<file path="config.mk">
export PLATFORM = sky130hd
export DESIGN_NAME = ptsched_ctrl
export DESIGN_NICKNAME = d
export VERILOG_FILES = /design/src/rtl/core/ptsched_pkg.sv /design/src/rtl/core/ptsched_ctrl.sv
export SDC_FILE = /design/constraint.sdc
export NUM_CORES = 1
export LEC_CHECK = 0
export BUFFER_PORTS_ARGS = -buffer_cell sky130_fd_sc_hd__buf_2
export CORE_ASPECT_RATIO = 0.75
export CORE_MARGIN = 5
export CORE_UTILIZATION = 35
export DETAILED_ROUTE_END_ITERATION = 7
export GPL_TIMING_DRIVEN = 0
export PLACE_DENSITY = 0.57
export SYNTH_ARGS = -nofsm -noshare
export SYNTH_HDL_FRONTEND = slang
export SYNTH_SLANG_ARGS = --single-unit
</file>
<file path="constraint.sdc">
create_clock -name clock -period 1.8 [get_ports clock]
set_input_delay 0.09 -clock clock [delete_from_list [all_inputs] [get_ports clock]]
set_output_delay 0.09 -clock clock [all_outputs]
set_load 0.05 [all_outputs]
</file>
<file path="src/rtl/core/ptsched_pkg.sv">
// Shared types and constants for the process table scheduler.
// Used by the controller, the datapath, the top level and the checker.
package ptsched_pkg;

   localparam int SLOTS_DEFAULT = 64;

   localparam logic [7:0]         WINDOW_RESET = 8'd20;
   localparam logic signed [31:0] NICE_HIGH    = 32'sd19;
   localparam logic signed [31:0] NICE_LOW     = -32'sd20;

   // command codes
   localparam logic [2:0] CMD_TICK = 3'd0;
   localparam logic [2:0] CMD_FORK = 3'd1;
   localparam logic [2:0] CMD_EXIT = 3'd2;
   localparam logic [2:0] CMD_WAIT = 3'd3;
   localparam logic [2:0] CMD_NICE = 3'd4;

   // result status codes
   localparam logic [1:0] STS_OK       = 2'd0;
   localparam logic [1:0] STS_FULL     = 2'd1;
   localparam logic [1:0] STS_NO_CHILD = 2'd2;
   localparam logic [1:0] STS_SLEEPING = 2'd3;

   // register indexes
   localparam logic CSR_THRESHOLD = 1'b0;
   localparam logic CSR_WINDOW    = 1'b1;

   typedef enum logic [1:0] {
      SS_READY    = 2'd0,
      SS_RUNNING  = 2'd1,
      SS_SLEEPING = 2'd2,
      SS_ZOMBIE   = 2'd3
   } slot_state_type;

   typedef enum logic [4:0] {
      OP_NONE,
      OP_INIT,
      OP_LOAD,
      OP_LIVE_SCAN,
      OP_RD_CUR,
      OP_TICK_UPD,
      OP_FORK_SCAN,
      OP_FORK_WR,
      OP_EXIT_WR,
      OP_RD_PAR,
      OP_WAKE_WR,
      OP_WAIT_SCAN,
      OP_WAIT_ACT,
      OP_PEND_WR,
      OP_NICE_WR,
      OP_SW_PREP,
      OP_SW_SCAN,
      OP_SW_FIN,
      OP_DONE
   } dp_op_type;

   typedef struct packed {
      dp_op_type op;
   } dp_cmd_type;

   typedef struct packed {
      logic scan_done;
      logic slice_end;
      logic wake;
      logic zombie_found;
      logic ready_found;
      logic rsp_busy;
   } dp_sts_type;

endpackage

</file>
<file path="src/rtl/core/ptsched_ctrl.sv">
// Sequencer for the process table scheduler: steps each command through
// the datapath micro-operations. Depends on ptsched_pkg.
module ptsched_ctrl (
   input  logic                    clock,
   input  logic                    reset,
   input  logic                    req_tvalid,
   output logic                    req_tready,
   input  logic [2:0]              req_command,
   input  ptsched_pkg::dp_sts_type sts,
   output ptsched_pkg::dp_cmd_type cmd
);

   typedef enum logic [4:0] {
      S_INIT, S_IDLE, S_LIVE, S_TICK_RD, S_TICK_UPD,
      S_FORK_SCAN, S_FORK_WR, S_EXIT_RD, S_EXIT_WR, S_PAR_RD, S_WAKE_WR,
      S_WAIT_SCAN, S_WAIT_ACT, S_PEND_RD, S_PEND_WR, S_NICE_RD, S_NICE_WR,
      S_SW_PREP, S_SW_SCAN, S_SW_FIN, S_DONE
   } state_type;

   state_type state_ff, state_in;
   logic      accept;

   assign req_tready = (state_ff == S_IDLE);
   assign accept     = req_tvalid && req_tready;

   always_comb begin
      state_in = state_ff;
      cmd.op   = ptsched_pkg::OP_NONE;
      unique case (state_ff)
         S_INIT: begin
            cmd.op   = ptsched_pkg::OP_INIT;
            state_in = S_IDLE;
         end
         S_IDLE: begin
            if (accept) begin
               cmd.op = ptsched_pkg::OP_LOAD;
               unique case (req_command)
                  ptsched_pkg::CMD_TICK: state_in = S_LIVE;
                  ptsched_pkg::CMD_FORK: state_in = S_FORK_SCAN;
                  ptsched_pkg::CMD_EXIT: state_in = S_EXIT_RD;
                  ptsched_pkg::CMD_WAIT: state_in = S_WAIT_SCAN;
                  ptsched_pkg::CMD_NICE: state_in = S_NICE_RD;
                  default:               state_in = S_DONE;
               endcase
            end
         end
         S_LIVE: begin
            cmd.op = ptsched_pkg::OP_LIVE_SCAN;
            if (sts.scan_done) state_in = S_TICK_RD;
         end
         S_TICK_RD: begin
            cmd.op   = ptsched_pkg::OP_RD_CUR;
            state_in = S_TICK_UPD;
         end
         S_TICK_UPD: begin
            cmd.op   = ptsched_pkg::OP_TICK_UPD;
            state_in = sts.slice_end ? S_SW_PREP : S_DONE;
         end
         S_FORK_SCAN: begin
            cmd.op = ptsched_pkg::OP_FORK_SCAN;
            if (sts.scan_done) state_in = S_FORK_WR;
         end
         S_FORK_WR: begin
            cmd.op   = ptsched_pkg::OP_FORK_WR;
            state_in = S_DONE;
         end
         S_EXIT_RD: begin
            cmd.op   = ptsched_pkg::OP_RD_CUR;
            state_in = S_EXIT_WR;
         end
         S_EXIT_WR: begin
            cmd.op   = ptsched_pkg::OP_EXIT_WR;
            state_in = sts.wake ? S_PAR_RD : S_SW_PREP;
         end
         S_PAR_RD: begin
            cmd.op   = ptsched_pkg::OP_RD_PAR;
            state_in = S_WAKE_WR;
         end
         S_WAKE_WR: begin
            cmd.op   = ptsched_pkg::OP_WAKE_WR;
            state_in = S_SW_PREP;
         end
         S_WAIT_SCAN: begin
            cmd.op = ptsched_pkg::OP_WAIT_SCAN;
            if (sts.scan_done) state_in = S_WAIT_ACT;
         end
         S_WAIT_ACT: begin
            cmd.op = ptsched_pkg::OP_WAIT_ACT;
            priority if (sts.zombie_found) state_in = S_SW_PREP;
            else if (sts.ready_found)      state_in = S_PEND_RD;
            else                           state_in = S_DONE;
         end
         S_PEND_RD: begin
            cmd.op   = ptsched_pkg::OP_RD_CUR;
            state_in = S_PEND_WR;
         end
         S_PEND_WR: begin
            cmd.op   = ptsched_pkg::OP_PEND_WR;
            state_in = S_SW_PREP;
         end
         S_NICE_RD: begin
            cmd.op   = ptsched_pkg::OP_RD_CUR;
            state_in = S_NICE_WR;
         end
         S_NICE_WR: begin
            cmd.op   = ptsched_pkg::OP_NICE_WR;
            state_in = S_DONE;
         end
         S_SW_PREP: begin
            cmd.op   = ptsched_pkg::OP_SW_PREP;
            state_in = S_SW_SCAN;
         end
         S_SW_SCAN: begin
            cmd.op = ptsched_pkg::OP_SW_SCAN;
            if (sts.scan_done) state_in = S_SW_FIN;
         end
         S_SW_FIN: begin
            cmd.op   = ptsched_pkg::OP_SW_FIN;
            state_in = S_DONE;
         end
         S_DONE: begin
            if (!sts.rsp_busy) begin
               cmd.op   = ptsched_pkg::OP_DONE;
               state_in = S_IDLE;
            end
         end
         default: state_in = S_IDLE;
      endcase
   end

   always_ff @(posedge clock) begin
      if (reset) begin
         state_ff <= S_INIT;
      end else begin
         state_ff <= state_in;
      end
   end

endmodule

</file>
==> results.yml <==
clock_network:
  numCtsBuffers: 3
  htree_num_levels: 1
  clk_latency_ns: 0.24
  cts_setup_buffers: 0
  clock_path_buffers: 2
  holdBufCountCts: 0
  clock_sinks: 5
  clockRootBuffer: "clkbuf_4"
  clk_pin_slew_ns: 0.04
  cts_tree: "done"
yosys:
  synth_edf_count: 0
  synth_top_family_by_area: "simple AND/OR/NAND/NOR gates"
  yosysSeqAreaShare: 0.121
  async_flop_share: 0
  postSynthAreaPerCell_um2: 7.09
  synthCells: 117
  ys_top_cells_by_count: "a21oi_1 (16), nor2_1 (14), o21ai_0 (11), buf_2 (6), nor2b_1 (6)"
  synth.area.mux_share: 0.0362
  ys_warn_count: 0
  synth.distinct_cells: 39
  ys_ff_latch: 5
  ys.flop_type: "dfxtp_1"
  synth_nets: 129
  synthAdderAreaFrac: 0
  synth-xor-area-share: 0.0317
  synth_compound_area_frac: 0.360
  synthSimpleGateAreaFrac: 0.365
  ys_top_cells_by_area: "dfxtp_1 (12%), a21oi_1 (9.7%), o21ai_0 (6.6%), nor2_1 (6.3%), nor2b_1 (4.5%)"
  yosysMostFrequentCell: "a21oi_1"
  synth_top_cell_by_area: "dfxtp_1"
  syn_area_um2: 830
  yosysTopAreaCellShare: 0.121
final_layout:
  drive_gt1_frac: 0.316
  area_delta_synth_final_pct: 26.7
  final_nets: 149
  utilization: 0.459
  nFillCells: 242
  n_antenna_cell: 0
  stdcell_count: 170
  largest_register_ffs: 5
  top_register: "state_ff"
  largestRegisters: "state_ff (5)"
timing:
  timing.final.crit_share: 0.935
  final-max-slew-violation-count: 0
  period_needed_ns: 1.68
  fin_setup_tns_ns: 0
  fmax_mhz: 594
  hold_violations: 0
  worst_slew_margin_rel: 0.708
  fin_skew_ns: 0.00255
  hold-worst-slack_ns: 0.0704
  setup_viol: 0
  worst_slew_pin_slew_ns: 0.437
setup_path:
  cp-start-kind: "flop"
  worst_ep_arrival_time_ns: 1.59
  cp-end-kind: "output port"
  cp.required_ns: 1.71
  crit_fanout: 10
  critPathKind: "flop to output port"
floorplanning:
  rows: 15
  start_util: 0.362
  die_w_um: 66.2
  die-area_mm2: 0.00345
  core_area_mm2: 0.00229
  fp.dieH_um: 52.2
  ios: 18
power_and_ir_drop:
  finalPower_uw: 1940
  ir_drop_mv: 0.454
  p_clk_frac: 0.065
  p_leak_uw: 0.000417
  p_seq_frac: 0.128
  combPwrFrac: 0.807
  powerDensity_mw_per_mm2: 1850
  internal_power_uw: 871
  power.switching_uw: 1070
  switching_share: 0.551
drt:
  via_per_inst: 5.66
  wl_um: 2420
  drc_errors: 0
  wire_per_inst_um: 14.2
  dr.pass1.iters: 4
  antenna_left: 0
  vias: 962
  drt-initial-drc-count: 46
grt:
  grt_pass1_wl_um: 3800
  antenna_found_initial: 0
  grt_max_degree: 20
  globalRouteOverflowTotal: 0
  grtUsageTotal: 0.144
  grt_pass1_vias: 805
status:
  status: "finished clean"
run:
  max_cap_violations: 0
placement:
  portBuffers: 17
  place_congestion: 0.835
  dp_cells: 168
  hpwlAfterDp_um: 1840
hold_path:
  hold_path_class: "input port to flop"
placed cells by master (no fill, tap or decap), types with 2 or more instances in the layout:
master    count
a21oi_1      16
buf_2        14
nor2_1       13
o21ai_0      10
buf_6         5
clkbuf_4      5
nor2b_1       5
nand2_1       5
o21ai_1       4
nand2b_1      3
inv_1         3
mux2i_1       3
o32ai_1       3
and3b_1       3
buf_8         2
buf_4         2
a22oi_1       2
nor3b_1       2
nor3b_2       2
a32oi_1       2
xor2_1        2
nand2b_4      2
dfxtp_4       2
dfxtp_1       2
worst paths after layout:
kind,from,to,slack [ns],cells past startpoint
worst max-delay path,state_ff[4]$_SDFFE_PP0P_,cmd[1],0.12,7
worst min-delay path,reset,state_ff[0]$_SDFFE_PP0P_,0.07,2
worst max register to register,state_ff[1]$_SDFFE_PP0P_,state_ff[0]$_SDFFE_PP0P_,0.18,5
worst min register to register,state_ff[2]$_SDFFE_PP0P_,state_ff[3]$_SDFFE_PP0P_,0.67,3
area by class of cell:
class	instances	area (um^2)	share of cell area
tap	34	42.5	0.0405
clock buffer	4	26.3	0.0250
buffer	8	90.1	0.0857
multi-input combinational	99	676	0.643
sequential	5	109	0.104
timing repair buffer	17	96.3	0.0917
inverter	3	11.3	0.0107
kinds of logic after synthesis:
| family | after synthesis |
|---|---|
| compound gates | 46 |
| xor+xnor | 3 |
| buf+inv | 13 |
| flops | 5 |
| mux | 3 |
| simple gates | 47 |
power groups by stage:
| stage | Combinational (uW) | Sequential, uW | Clock [uW] |
|---|---|---|---|
| 2_1_floorplan | 1160 | 202 | 0 |
| 3_3_place_gp | 1430 | 223 | 0 |
| 3_5_place_dp | 1450 | 225 | 0 |
| 4_1_cts | 1500 | 231 | 132 |
| 5_1_grt | 1670 | 256 | 147 |
| 6_report | 1570 | 248 | 127 |
routing by layer:
metal  routed length, um  global-route usage
met1                1110               0.201
met2                1070               0.221
met3                 238              0.0410
met4                   2              0.0236
met5                   0                   0
timing repair:
action                                  in CTS  in global routing
resized for setup                            8                 16
endpoints found under the setup margin       4                  4
pin swaps                                    0                  1
stage by stage:
step | setup slack (ns) | cell area [um^2]
after floorplan | -0.348 | 842
after global placement | 0.126 | 970
after detailed placement | 0.0773 | 970
after CTS | 0.0116 | 1010
after global routing | -0.00123 | 1050
final | 0.118 | 1050
critical path, stage by stage (launching register included):
cell	delay [ns]
dfxtp_4	0.39
buf_6	0.15
buf_8	0.15
a21oi_1	0.05
nor2_1	0.08
a21oi_1	0.06
o32ai_2	0.28
buf_6	0.20
(Power assumes the default switching activity.)
